### src/hw/rtl/orad_pkg.sv
`timescale 1ns / 1ps
`default_nettype none
// ----------------------------------------------------------------------------
// orad_pkg: shared types and constants of the out-of-range alarm detector
// Holds the register indexes, item and result layouts, the detector state
// encoding and the small helper functions used by the detector modules.
// ----------------------------------------------------------------------------
package orad_pkg;

  localparam int unsigned NUM_COND    = 4;
  localparam int unsigned CHAIN_STEPS = 4;

  localparam logic [31:0] WORD_MAX = 32'hFFFF_FFFF;

  // Configuration register indexes.
  typedef logic [2:0] cfg_idx_t;
  localparam cfg_idx_t CFG_HIGH_LIMIT     = 3'd0;
  localparam cfg_idx_t CFG_LOW_LIMIT      = 3'd1;
  localparam cfg_idx_t CFG_DEADBAND       = 3'd2;
  localparam cfg_idx_t CFG_TIME_DELAY     = 3'd3;
  localparam cfg_idx_t CFG_ESCALATE_AFTER = 3'd4;

  // Item kinds.
  localparam logic [1:0] KIND_SAMPLE = 2'd0;
  localparam logic [1:0] KIND_TICK   = 2'd1;
  localparam logic [1:0] KIND_ACK    = 2'd2;
  localparam logic [1:0] KIND_MAINT  = 2'd3;

  // Condition positions in the condition vectors.
  localparam int unsigned C_HI  = 0;
  localparam int unsigned C_LO  = 1;
  localparam int unsigned C_RHI = 2;
  localparam int unsigned C_RLO = 3;

  // Note event codes.
  localparam logic [2:0] EV_NORMAL  = 3'd0;
  localparam logic [2:0] EV_HIGH    = 3'd1;
  localparam logic [2:0] EV_LOW     = 3'd2;
  localparam logic [2:0] EV_FAULT   = 3'd3;
  localparam logic [2:0] EV_OVERDUE = 3'd4;

  // Reported state codes.
  localparam logic [1:0] CODE_NORMAL = 2'd0;
  localparam logic [1:0] CODE_HIGH   = 2'd1;
  localparam logic [1:0] CODE_LOW    = 2'd2;
  localparam logic [1:0] CODE_FAULT  = 2'd3;

  typedef enum logic [3:0] {
    ST_NORMAL = 4'b0001,
    ST_HIGH   = 4'b0010,
    ST_LOW    = 4'b0100,
    ST_FAULT  = 4'b1000
  } det_state_t;

  typedef struct packed {
    logic signed [31:0] upper_lim;
    logic signed [31:0] lower_lim;
    logic        [30:0] deadband;
    logic        [31:0] time_delay;
    logic        [31:0] escalate_after;
  } orad_cfg_t;

  typedef struct packed {
    logic        [1:0]  kind;
    logic        [31:0] now;
    logic signed [31:0] sample_value;
    logic               bad_reading;
    logic               maintenance_on;
  } orad_item_t;

  typedef struct packed {
    logic               note_valid;
    logic        [2:0]  note_event;
    logic        [31:0] note_time;
    logic signed [31:0] note_value;
    logic        [1:0]  detector_state;
  } orad_result_t;

  // Elapsed time, taken as zero when the clock appears to run backwards.
  function automatic logic [31:0] since(input logic [31:0] now, input logic [31:0] start);
    return (now >= start) ? (now - start) : 32'd0;
  endfunction

  function automatic logic [1:0] state_code(input det_state_t s);
    logic [1:0] code;
    case (s)
      ST_NORMAL: code = CODE_NORMAL;
      ST_HIGH:   code = CODE_HIGH;
      ST_LOW:    code = CODE_LOW;
      ST_FAULT:  code = CODE_FAULT;
      default:   code = CODE_NORMAL;
    endcase
    return code;
  endfunction

  // One step of the detector transition rules.
  function automatic det_state_t next_state(input det_state_t s, input logic fault,
                                            input logic [NUM_COND-1:0] held);
    det_state_t nx;
    nx = s;
    if (fault) begin
      nx = ST_FAULT;
    end else begin
      case (s)
        ST_FAULT: nx = ST_NORMAL;
        ST_NORMAL: begin
          if (held[C_HI]) nx = ST_HIGH;
          else if (held[C_LO]) nx = ST_LOW;
        end
        ST_HIGH: begin
          if (held[C_LO]) nx = ST_LOW;
          else if (held[C_RHI]) nx = ST_NORMAL;
        end
        ST_LOW: begin
          if (held[C_HI]) nx = ST_HIGH;
          else if (held[C_RLO]) nx = ST_NORMAL;
        end
        default: nx = ST_NORMAL;
      endcase
    end
    return nx;
  endfunction

endpackage
`default_nettype wire

### src/hw/rtl/orad_cond.sv
`timescale 1ns / 1ps
`default_nettype none
// ----------------------------------------------------------------------------
// orad_cond: condition evaluation
// Compares a sample against the limits and deadband, updates the four
// condition runs and reports which conditions have held for the delay.
// ----------------------------------------------------------------------------
module orad_cond (
  input  orad_pkg::orad_item_t                   item,
  input  orad_pkg::orad_cfg_t                    cfg,
  input  logic [orad_pkg::NUM_COND-1:0]          active_cur,
  input  logic [orad_pkg::NUM_COND-1:0][31:0]    start_cur,
  output logic [orad_pkg::NUM_COND-1:0]          active_nxt,
  output logic [orad_pkg::NUM_COND-1:0][31:0]    start_nxt,
  output logic [orad_pkg::NUM_COND-1:0]          held
);
  import orad_pkg::*;

  logic signed [33:0]    v34;
  logic signed [33:0]    hi34;
  logic signed [33:0]    lo34;
  logic signed [33:0]    db34;
  logic signed [33:0]    hi_ret;
  logic signed [33:0]    lo_ret;
  logic [NUM_COND-1:0]   cond;

  // Limits plus or minus the deadband are formed at 34 bits so they never wrap.
  assign v34    = 34'(item.sample_value);
  assign hi34   = 34'(cfg.upper_lim);
  assign lo34   = 34'(cfg.lower_lim);
  assign db34   = $signed({3'b000, cfg.deadband});
  assign hi_ret = hi34 - db34;
  assign lo_ret = lo34 + db34;

  always_comb begin
    cond        = '0;
    cond[C_HI]  = v34 > hi34;
    cond[C_LO]  = v34 < lo34;
    cond[C_RHI] = v34 < hi_ret;
    cond[C_RLO] = v34 > lo_ret;
  end

  always_comb begin
    active_nxt = active_cur;
    start_nxt  = start_cur;
    if (item.kind == KIND_SAMPLE) begin
      if (item.bad_reading) begin
        active_nxt = '0;
      end else begin
        for (int i = 0; i < NUM_COND; i++) begin
          active_nxt[i] = cond[i];
          if (cond[i] && !active_cur[i]) start_nxt[i] = item.now;
        end
      end
    end
    for (int i = 0; i < NUM_COND; i++) begin
      held[i] = active_nxt[i] && (since(item.now, start_nxt[i]) >= cfg.time_delay);
    end
  end

endmodule
`default_nettype wire

### src/hw/rtl/orad_core.sv
`timescale 1ns / 1ps
`default_nettype none
// ----------------------------------------------------------------------------
// orad_core: detector state and notification
// Holds the detector state, runs the transition chain and the acknowledge,
// maintenance and escalation bookkeeping for one item per cycle while step is high.
// ----------------------------------------------------------------------------
module orad_core (
  input  logic                  clk,
  input  logic                  rst_n,
  input  logic                  step,
  input  orad_pkg::orad_item_t  item,
  input  orad_pkg::orad_cfg_t   cfg,
  output orad_pkg::orad_result_t result
);
  import orad_pkg::*;

  logic signed [31:0]           latest_r, latest_nxt;
  logic [NUM_COND-1:0]          active_r, active_nxt;
  logic [NUM_COND-1:0][31:0]    start_r, start_nxt;
  logic [NUM_COND-1:0]          held;
  logic [31:0]                  accum_r, accum_nxt;
  logic [31:0]                  resume_r, resume_nxt;
  det_state_t                   cur_r, cur_nxt;
  det_state_t                   rep_r, rep_nxt;
  logic                         fault_r, fault_nxt;
  logic                         maint_r, maint_nxt;
  logic                         ack_r, ack_nxt;
  logic                         escd_r, escd_nxt;

  logic [32:0]                  paused_sum;
  logic [32:0]                  esc_total;
  logic                         note;
  logic [2:0]                   note_ev;

  orad_cond u_cond (
    .item       (item),
    .cfg        (cfg),
    .active_cur (active_r),
    .start_cur  (start_r),
    .active_nxt (active_nxt),
    .start_nxt  (start_nxt),
    .held       (held)
  );

  always_comb begin
    latest_nxt = latest_r;
    fault_nxt  = fault_r;
    accum_nxt  = accum_r;
    resume_nxt = resume_r;
    maint_nxt  = maint_r;
    ack_nxt    = ack_r;
    escd_nxt   = escd_r;
    rep_nxt    = rep_r;
    note       = 1'b0;
    note_ev    = EV_NORMAL;
    paused_sum = {1'b0, accum_r} + {1'b0, since(item.now, resume_r)};

    case (item.kind)
      KIND_SAMPLE: begin
        latest_nxt = item.sample_value;
        fault_nxt  = item.bad_reading;
      end
      KIND_ACK: begin
        if (rep_r != ST_NORMAL) ack_nxt = 1'b1;
      end
      KIND_MAINT: begin
        if (item.maintenance_on && !maint_r) begin
          accum_nxt = paused_sum[32] ? WORD_MAX : paused_sum[31:0];
          maint_nxt = 1'b1;
        end else if (!item.maintenance_on && maint_r) begin
          maint_nxt  = 1'b0;
          resume_nxt = item.now;
        end
      end
      default: ;
    endcase

    // Transition chain: a step that changes nothing leaves later steps idle too.
    cur_nxt = cur_r;
    for (int i = 0; i < CHAIN_STEPS; i++) begin
      cur_nxt = next_state(cur_nxt, fault_nxt, held);
    end

    esc_total = {1'b0, accum_nxt} + {1'b0, since(item.now, resume_nxt)};

    if (!maint_nxt) begin
      if (cur_nxt != rep_r) begin
        rep_nxt    = cur_nxt;
        note       = 1'b1;
        note_ev    = {1'b0, state_code(cur_nxt)};
        ack_nxt    = 1'b0;
        escd_nxt   = 1'b0;
        accum_nxt  = '0;
        resume_nxt = item.now;
      end else if (rep_r != ST_NORMAL && !ack_nxt && !escd_r &&
                   cfg.escalate_after != '0 &&
                   esc_total >= {1'b0, cfg.escalate_after}) begin
        escd_nxt = 1'b1;
        note     = 1'b1;
        note_ev  = EV_OVERDUE;
      end
    end

    result.note_valid     = note;
    result.note_event     = note ? note_ev : 3'd0;
    result.note_time      = note ? item.now : 32'd0;
    result.note_value     = note ? latest_nxt : 32'sd0;
    result.detector_state = state_code(cur_nxt);
  end

  always_ff @(posedge clk) begin
    if (!rst_n) begin
      latest_r <= '0;
      active_r <= '0;
      start_r  <= '0;
      accum_r  <= '0;
      resume_r <= '0;
      cur_r    <= ST_NORMAL;
      rep_r    <= ST_NORMAL;
      fault_r  <= 1'b0;
      maint_r  <= 1'b0;
      ack_r    <= 1'b0;
      escd_r   <= 1'b0;
    end else if (step) begin
      latest_r <= latest_nxt;
      active_r <= active_nxt;
      start_r  <= start_nxt;
      accum_r  <= accum_nxt;
      resume_r <= resume_nxt;
      cur_r    <= cur_nxt;
      rep_r    <= rep_nxt;
      fault_r  <= fault_nxt;
      maint_r  <= maint_nxt;
      ack_r    <= ack_nxt;
      escd_r   <= escd_nxt;
    end
  end

endmodule
`default_nettype wire

### src/hw/rtl/out_of_range_alarm_detector_top.sv
`timescale 1ns / 1ps
`default_nettype none
// ----------------------------------------------------------------------------
// out_of_range_alarm_detector_top: out-of-range alarm detector for one point
// Usage: each input transaction is a sample, tick, acknowledge or maintenance
// switch stamped with a time, and every input transaction yields exactly one
// output transaction carrying at most one note plus the real detector state.
// Both channels use valid and stall; a transaction completes at a rising edge
// where valid is high and stall is low.
// The item is captured in the input register, the detector state and the
// result are computed from it combinationally, and the result is registered
// in the output register.
// Throughput is one transaction per cycle while the receiver does not stall;
// the input register accepts one more item while a result is waiting, so a
// stalled result holds back at most one item behind it.
// When the receiver stalls, the output register holds its result unchanged
// and the input stage asserts stall once its own item cannot move on.
// Configuration registers are written through cfg_we, cfg_index and
// cfg_wdata, one per cycle, while the block is idle; unknown indexes are
// ignored. A synchronous reset (rst_n low) clears the registers, the
// detector state and both pipeline stages.
// ----------------------------------------------------------------------------
module out_of_range_alarm_detector_top (
  input  logic                 clk,
  input  logic                 rst_n,
  // Configuration port.
  input  logic                 cfg_we,
  input  orad_pkg::cfg_idx_t   cfg_index,
  input  logic [31:0]          cfg_wdata,
  // Input channel.
  input  logic                 in_valid,
  output logic                 in_stall,
  input  logic [1:0]           in_kind,
  input  logic [31:0]          in_now,
  input  logic signed [31:0]   in_sample_value,
  input  logic                 in_sensor_fault,
  input  logic                 in_maintenance_on,
  // Result channel.
  output logic                 out_valid,
  input  logic                 out_stall,
  output logic                 out_note_valid,
  output logic [2:0]           out_note_event,
  output logic [31:0]          out_note_time,
  output logic signed [31:0]   out_note_value,
  output logic [1:0]           out_detector_state
);
  import orad_pkg::*;

  orad_cfg_t     cfg_r;
  orad_item_t    s1_item_r;
  logic          s1_valid_r, s1_valid_nxt;
  orad_result_t  res;
  orad_result_t  out_res_r;
  logic          out_valid_r, out_valid_nxt;
  logic          in_accept;
  logic          s1_move;
  logic          out_take;

  // Configuration registers; the user must write them only while the block is idle (not enforced here).
  always_ff @(posedge clk) begin
    if (!rst_n) begin
      cfg_r <= '0;
    end else if (cfg_we) begin
      case (cfg_index)
        CFG_HIGH_LIMIT:     cfg_r.upper_lim      <= cfg_wdata;
        CFG_LOW_LIMIT:      cfg_r.lower_lim      <= cfg_wdata;
        CFG_DEADBAND:       cfg_r.deadband       <= cfg_wdata[30:0];
        CFG_TIME_DELAY:     cfg_r.time_delay     <= cfg_wdata;
        CFG_ESCALATE_AFTER: cfg_r.escalate_after <= cfg_wdata;
        default: ;
      endcase
    end
  end

  // Handshake: the input stage moves into the output register when that
  // register is empty or its transaction completes in the same cycle.
  assign out_take      = out_valid_r && !out_stall;
  assign s1_move       = s1_valid_r && (!out_valid_r || !out_stall);
  assign in_stall      = s1_valid_r && !s1_move;
  assign in_accept     = in_valid && !in_stall;
  assign s1_valid_nxt  = in_accept ? 1'b1 : (s1_move ? 1'b0 : s1_valid_r);
  assign out_valid_nxt = s1_move ? 1'b1 : (out_take ? 1'b0 : out_valid_r);

  always_ff @(posedge clk) begin
    if (!rst_n) begin
      s1_valid_r  <= 1'b0;
      out_valid_r <= 1'b0;
    end else begin
      s1_valid_r  <= s1_valid_nxt;
      out_valid_r <= out_valid_nxt;
    end
  end

  always_ff @(posedge clk) begin
    if (in_accept) begin
      s1_item_r.kind           <= in_kind;
      s1_item_r.now            <= in_now;
      s1_item_r.sample_value   <= in_sample_value;
      s1_item_r.bad_reading    <= in_sensor_fault;
      s1_item_r.maintenance_on <= in_maintenance_on;
    end
    if (s1_move) begin
      out_res_r <= res;
    end
  end

  // The detector state advances exactly when its item enters the output register.
  orad_core u_core (
    .clk    (clk),
    .rst_n  (rst_n),
    .step   (s1_move),
    .item   (s1_item_r),
    .cfg    (cfg_r),
    .result (res)
  );

  assign out_valid          = out_valid_r;
  assign out_note_valid     = out_res_r.note_valid;
  assign out_note_event     = out_res_r.note_event;
  assign out_note_time      = out_res_r.note_time;
  assign out_note_value     = out_res_r.note_value;
  assign out_detector_state = out_res_r.detector_state;

endmodule
`default_nettype wire
### config.mk
export PLATFORM = sky130hd
export DESIGN_NAME = out_of_range_alarm_detector_top
export DESIGN_NICKNAME = d
export VERILOG_FILES = /design/src/hw/rtl/orad_pkg.sv /design/src/hw/rtl/orad_cond.sv /design/src/hw/rtl/orad_core.sv /design/src/hw/rtl/out_of_range_alarm_detector_top.sv
export SDC_FILE = /design/constraint.sdc
export NUM_CORES = 2
export LEC_CHECK = 0
export ABC_AREA = 1
export BUFFER_PORTS_ARGS = -buffer_cell sky130_fd_sc_hd__buf_2
export CAP_MARGIN = 0
export CORE_ASPECT_RATIO = 0.5
export CORE_MARGIN = 10
export CORE_UTILIZATION = 50
export DETAILED_ROUTE_END_ITERATION = 16
export MAX_ROUTING_LAYER = met4
export PLACE_DENSITY = 0.67
export SLEW_MARGIN = 20
export SYNTH_ARGS = -nofsm -noshare
export SYNTH_HDL_FRONTEND = slang
export SYNTH_SLANG_ARGS = --single-unit
### constraint.sdc
create_clock -name clk -period 19.45 [get_ports clk]
set_input_delay 1.945 -clock clk [delete_from_list [all_inputs] [get_ports clk]]
set_output_delay 1.945 -clock clk [all_outputs]
set_load 0.02 [all_outputs]
== After elaboration in Yosys (flattened, before gate mapping) ==
Cells that the tools add are included.
Word-level totals
  logic and storage cells: 205
  input bits: 108
  bits in read-only memories: 0
  memory bits (writable): 0
  output and inout bits: 72
  memories: 0
  flip-flop bits (word level): 539
  bits in latches: 0
Operators by class
  equal/unequal tests: 23
  add/sub/neg operators: 10
  shift operators: 0
  bitwise operators: 2
  div/mod/pow operators: 0
  multiplexer cells: 77
  reduce and logical (&&, ||, !) cells: 46
  magnitude comparators: 15
  multiply operators: 0
Operators with widths (number)
  32-bit 2-to-1 mux: 21
  32-bit greater-or-equal comparator: 10
  128-bit 2-to-1 mux: 2
  32-bit subtractor: 6
  4-bit 2-to-1 mux: 30
  32-bit by 32-bit adder with 33-bit output: 3
  4-bit one-hot mux with 3 select lines: 4
  33-bit by 32-bit greater-or-equal comparator with 1-bit output: 1
  32-bit by 33-bit > comparator with 1-bit output: 1
  32-bit by 33-bit less-than comparator with 1-bit output: 1
  32-bit by 32-bit subtractor with 33-bit output: 1
  32-bit > comparator: 1
  32-bit less-than comparator: 1
  32-bit nonzero test: 1
  4-bit by 2-bit == test with 1-bit output, second input constant: 5
  4-bit by 3-bit == test with 1-bit output, second input constant: 5
  1-bit logical AND: 18
  1-bit 2-to-1 mux: 17
  4-bit by 1-bit == test with 1-bit output, second input constant: 4
  1-bit zero test: 12
  2-bit AND reduction: 5
  3-bit by 2-bit == test with 1-bit output, second input constant: 2
  2-bit one-hot mux with 3 select lines: 1
  3-bit AND reduction: 2
  other kinds (15): 19

== Longest topological paths before layout ==
  depth after elaboration: 31
  mapped depth: 87
  mapped depth without buffers: 85

== Modules after synthesis ==
A second synthesis with hierarchy kept.
Second synthesis, totals
  cells, all modules: 8063
  area total of the unflattened synthesis: 52057.4 µm²
By module, submodules not included
  orad_cond: cells each 4114, area each 22551.6 µm², times used 1, sequential area each 0.0 µm²
  orad_core: cells each 2885, area each 18992.0 µm², times used 1, sequential area each 4804.6 µm²
  out_of_range_alarm_detector_top: cells each 1064, area each 10513.8 µm², times used 1, sequential area each 7367.1 µm²

== Worst setup path after synthesis ==
No wires, ideal clock.
  kind: reg2reg
  start point: register s1_item_r[35] in the netlist's numbering
  end point: register out_res_r, in the netlist out_note_time[0], data pin
  cell stages (with the launch flop): 78
  path buffers: 3
  data required time: 19.186 ns
  library setup time: 0.264 ns
  slack: 9.789 ns
  clock period less this slack: 9.661 ns
  arrival: 9.397 ns
  cell sequence: edfxtp_1 fa_1 nand2_1 o21ai_1 a21oi_1 inv_2 nand2_1 o211ai_1 a21boi_1 o21ai_1 a21boi_1 inv_1 nand2_1 nand2_1 a21boi_1 o21bai_2 a31oi_1 o21ai_1 [... 42 more ...] inv_1 o21ai_0 nand3b_1 nor3_1 nand2_1 nand2_1 inv_1 o21ai_0 o211a_1 o21ai_0 nand2_1 nand3_1 nand2_1 nand3_1 nand2_1 buf_2 buf_2 nor2_1
Between the ends
  longest elaborated chain between the ends: 26
  elaborated cells on any way between the ends: 87
  classes of those cells: add/sub (8); order compare (11); eq/ne (10); mux (53); reduce/logical (5)
RTL lines
  start: declaration: line out_of_range_alarm_detector_top.sv:50  | orad_item_t s1_item_r;
  32-bit 2-to-1 mux: line orad_cond.sv:52  | if (cond[i] && !active_cur[i]) start_nxt[i] = item.now;
  128-bit 2-to-1 mux: line orad_cond.sv:47  | if (item.bad_reading) begin
  128-bit 2-to-1 mux: line orad_cond.sv:46  | if (item.kind == KIND_SAMPLE) begin
  32-bit subtractor / 32-bit greater-or-equal comparator (equally long branches): line orad_pkg.sv:81  | return (now >= start) ? (now - start) : 32'd0;
  32-bit 2-to-1 mux: line orad_pkg.sv:81
  32-bit greater-or-equal comparator: line orad_cond.sv:57  | held[i] = active_nxt[i] && (since(item.now, start_nxt[i]) >= cfg.time_delay);
  1-bit logical AND: line orad_cond.sv:57
  4-bit 2-to-1 mux (on tied branches): line orad_pkg.sv:116, orad_pkg.sv:108, orad_pkg.sv:112
  [... 10 more ...]
  4-bit 2-to-1 mux: line orad_pkg.sv:101  | if (fault) begin
  4-bit 2-to-1 mux (on tied branches): line orad_pkg.sv:116, orad_pkg.sv:108, orad_pkg.sv:112
  4-bit 2-to-1 mux (on tied branches): line orad_pkg.sv:115, orad_pkg.sv:107, orad_pkg.sv:111
  4-bit one-hot mux with 3 select lines: line orad_pkg.sv:104  | case (s)
  4-bit 2-to-1 mux: line orad_pkg.sv:101
  4-bit inequality test: line orad_core.sv:88  | if (cur_nxt != rep_r) begin
  1-bit 2-to-1 mux (*): line orad_core.sv:88
  1-bit 2-to-1 mux (*): line orad_core.sv:87  | if (!maint_nxt) begin
  end signal: assignment: line out_of_range_alarm_detector_top.sv:103  | out_res_r <= res;
  end: declaration: line out_of_range_alarm_detector_top.sv:53  | orad_result_t out_res_r;
Mark *: on every way between the ends. The rest lies on a longest branch, timed or not.
A chain may end at the register's enable or synchronous reset.

==> reports/results.txt <==
Critical path peak fanout: 67
Initial core utilization: 50.8%
Post-synth ARST share: 0%
Peak VDD IR: 73.3 uV
Syn avg cell area: 7.08 um^2
Final cell count without fillers: 7521
Top Usage Layer GRT: met2
Worst EP required: 20.02 ns
Number of nets with antenna violations after routing: 0
Fin. max-slew vios: 0
Mapped Cells: 6227
Fin. Hold Viols: 0
Sequential share of power: 30.6%
Internal Power: 2.45 mW
Delay-heaviest family, CP: simple AND/OR/NAND/NOR gates
Main synth FF type: dfxtp_1
Max-slew headroom: 17.9%
NetSw: 1.74 mW
Via count: 43600
Simple-gate share of the synthesized area: 19.8%
Layout cells sized above 1: 6.60%
M3 GR Usage: 3.31%
Fin util: 55.2%
Root buf cell: clkbuf_16
Port Buffers: 179
Vias in the first global route: 39700
Clk slew on worst S/H paths: 0.07 ns
Post-Synth Adder-Cell Area: 17.7%
Ports: 180
Core area: 86700 um^2
Critical Path Source Type: flip-flop
Area fraction in compound gates after synthesis: 21.2%
Worst setup EP type: flip-flop
Worst r2r src: cfg_r[127]
GPL Wtd Cong: 1.02
Cells after DPL: 7414
Die area: 101000 um^2
Crit-path max cell delay: 0.69 ns
Die Height: 230 um
Hpwl dp: 124 mm
Synth cell types: 60
Worst path bufs/invs: 11
Met2 usage: 47.7%
Post-placement setup slack: 5.72 ns
Initial antenna violation count: 10
CTS tree: done
WL final: 161 mm
Area after DPL: 45900 um^2
Drt wl/cell: 21.4 um
Static Leakage: 22.9 nW
First-pass GRT wire length: 238 mm
Result of the run: finished, final reports clean
# DRC: 0
Nets: 7025
Pre-antenna DRT Iters: 6
Yosys reg bits: 539
Min Clock Period, post-route: 14.11 ns
Num rows: 76
Clock Sinks: 539
Max-cap violations: 0
Final worst path period share: 72.5%
Clock Latency Late Sink: 0.69 ns
Post-synth EDFFs: 138
RSZ-0062 raised after global routing: no
CTS max path bufs: 3
Slew @ Worst Pin: 1.23 ns
Cell mode on critical path: nand2_1
Worst reg-to-reg setup slack: 5.34 ns
Post CTS Setup Buffer Count: 0
Setup tns final: 0 ns
Post_cts resized: 0
Hold wc startpoint: u_core.fault_r
H-tree Lvls: 2
Met1 GRT Util: 42.8%
DRT iter0 DRCs: 4346
Grt ovf: 0
Synthesized area: 44100 um^2
Post-CTS Hold Buffers: 0
Post-route setup slack: 5.34 ns
Worst hold path class: reg -> reg
Final setup fails: 0
Die W: 440 um
Area Overhead vs Synth: 8.56%
Crit-path slowest cell: nand2_4
Sw frac: 41.6%
Ys Warns: 0
CP startpoint: cfg_r[127]
Main combinational cell family by area after synthesis: compound AO/OA/AOI/OAI gates
Seq/Total Area, Yosys: 27.6%
Clk_skew: 0.0436 ns
Final instance area: 47800 um^2
Pwr Density: 87.6 nW/um^2
XOR/XNOR Fraction of Synth Area: 3.76%
Vias per cell: 5.79
CP Class: reg -> reg
Post-synthesis mux area share: 0.704%
Largest net degree at the start of global routing: 177
Num CTS Buffers: 54
GR Util All Layers: 31.0%
Clock group share of total power: 27.3%
Synthesized net count: 6951
Max Fclk: 70.9 MHz
Crit path DAT: 14.68 ns
Part of the power in combinational logic: 42.1%
cell families (layout without fill, tap and decap cells):
group / count (synthesis) / after routing
xor+xnor: 189 / 189
fa+ha+maj: 616 / 616
other cells: 0 / 5
buf+inv: 1066 / 1185
compound gates: 1705 / 1705
flops: 539 / 539
simple gates: 2081 / 2081
mux: 31 / 31
final timing paths:
path                                      endpoint  cells after the start
worst max-delay path            u_core.resume_r[4]                     78
worst min register to register      u_core.fault_r                      2
worst max register to register  u_core.resume_r[4]                     78
worst min-delay path                u_core.fault_r                      2
Yosys cell counts (42+ instances only):
| master | instances | area, um^2 |
|---|---|---|
| clkbuf_1 | 160 | 601 |
| inv_1 | 848 | 3180 |
| xnor2_1 | 77 | 674 |
| o211ai_1 | 154 | 1160 |
| ha_1 | 606 | 7580 |
| nand4_1 | 56 | 350 |
| nand2_1 | 1051 | 3950 |
| xor2_1 | 112 | 981 |
| o21ai_0 | 433 | 2170 |
| edfxtp_1 | 138 | 4140 |
| nor2_1 | 521 | 1960 |
| dfxtp_1 | 401 | 8030 |
| nor3_1 | 42 | 210 |
| nand3_1 | 281 | 1410 |
| or2_2 | 70 | 438 |
| a21oi_1 | 927 | 4640 |
cells in the final DEF (no fill, tap or decap), types with 154 or more instances in the layout:
cell type,instances
nor2_1,519
buf_2,178
ha_1,606
nand3_1,280
o21ai_0,432
a21oi_1,927
dfxtp_1,401
nand2_1,1049
o211ai_1,154
inv_1,847
registers in the layout, summed over array words and instances (netlist names), 2 cells and up:
register	flops
cfg_r	159
out_detector_state	2
out_note_event	3
out_note_time	32
out_note_value	32
s1_item_r	68
u_core.accum_r	32
u_core.active_r	4
u_core.cur_r	4
u_core.latest_r	32
u_core.rep_r	4
u_core.resume_r	32
u_core.start_r	128
final cells by class:
cell class                      count  area (um^2)
Antenna cell                        5         12.5
Multi-Input combinational cell   4622        27900
Inverter                          864         3240
Fill cell                        8499        38900
Sequential cell                   539        12200
Timing Repair Buffer              220         1230
Clock inverter                     35          394
Tap cell                         1170         1460
Clock buffer                       66         1470
per-layer routing:
metal / routed length [um] / share of wire, % / up-vias
met1: 73300 / 46 / 20500
met4: 5290 / 3.3 / 0
met5: 0 / 0 / -
li1: - / - / 21300
met2: 69900 / 44 / 1588
met3: 12100 / 7.5 / 251
power by group through the flow:
stage          logic, mW  clock network, mW  registers (mW)
3_5_place_dp        1.72                  0            1.30
3_3_place_gp        1.69                  0            1.30
2_1_floorplan       1.23                  0            1.30
5_1_grt             1.97               1.20            1.29
4_1_cts             1.73               1.15            1.28
6_report            1.77               1.14            1.28
metrics by stage:
stage / power, mW / hold WS [ns]
after floorplan: 2.53 / 0.432
after global placement: 2.99 / 0.450
after detailed placement: 3.03 / 0.455
after CTS: 4.17 / 0.466
after global routing: 4.45 / 0.483
final: 4.19 / 0.465
worst register-to-register path: cells and delay by family, from the launching register on:
family | cells | cell delay, ns
compound gates | 15 | 2.97
xor+xnor | 1 | 0.16
fa+ha+maj | 6 | 1.73
buf+inv | 11 | 1.97
flops | 1 | 0.32
simple gates | 45 | 6.89
Power figures use the tool's default switching activity.
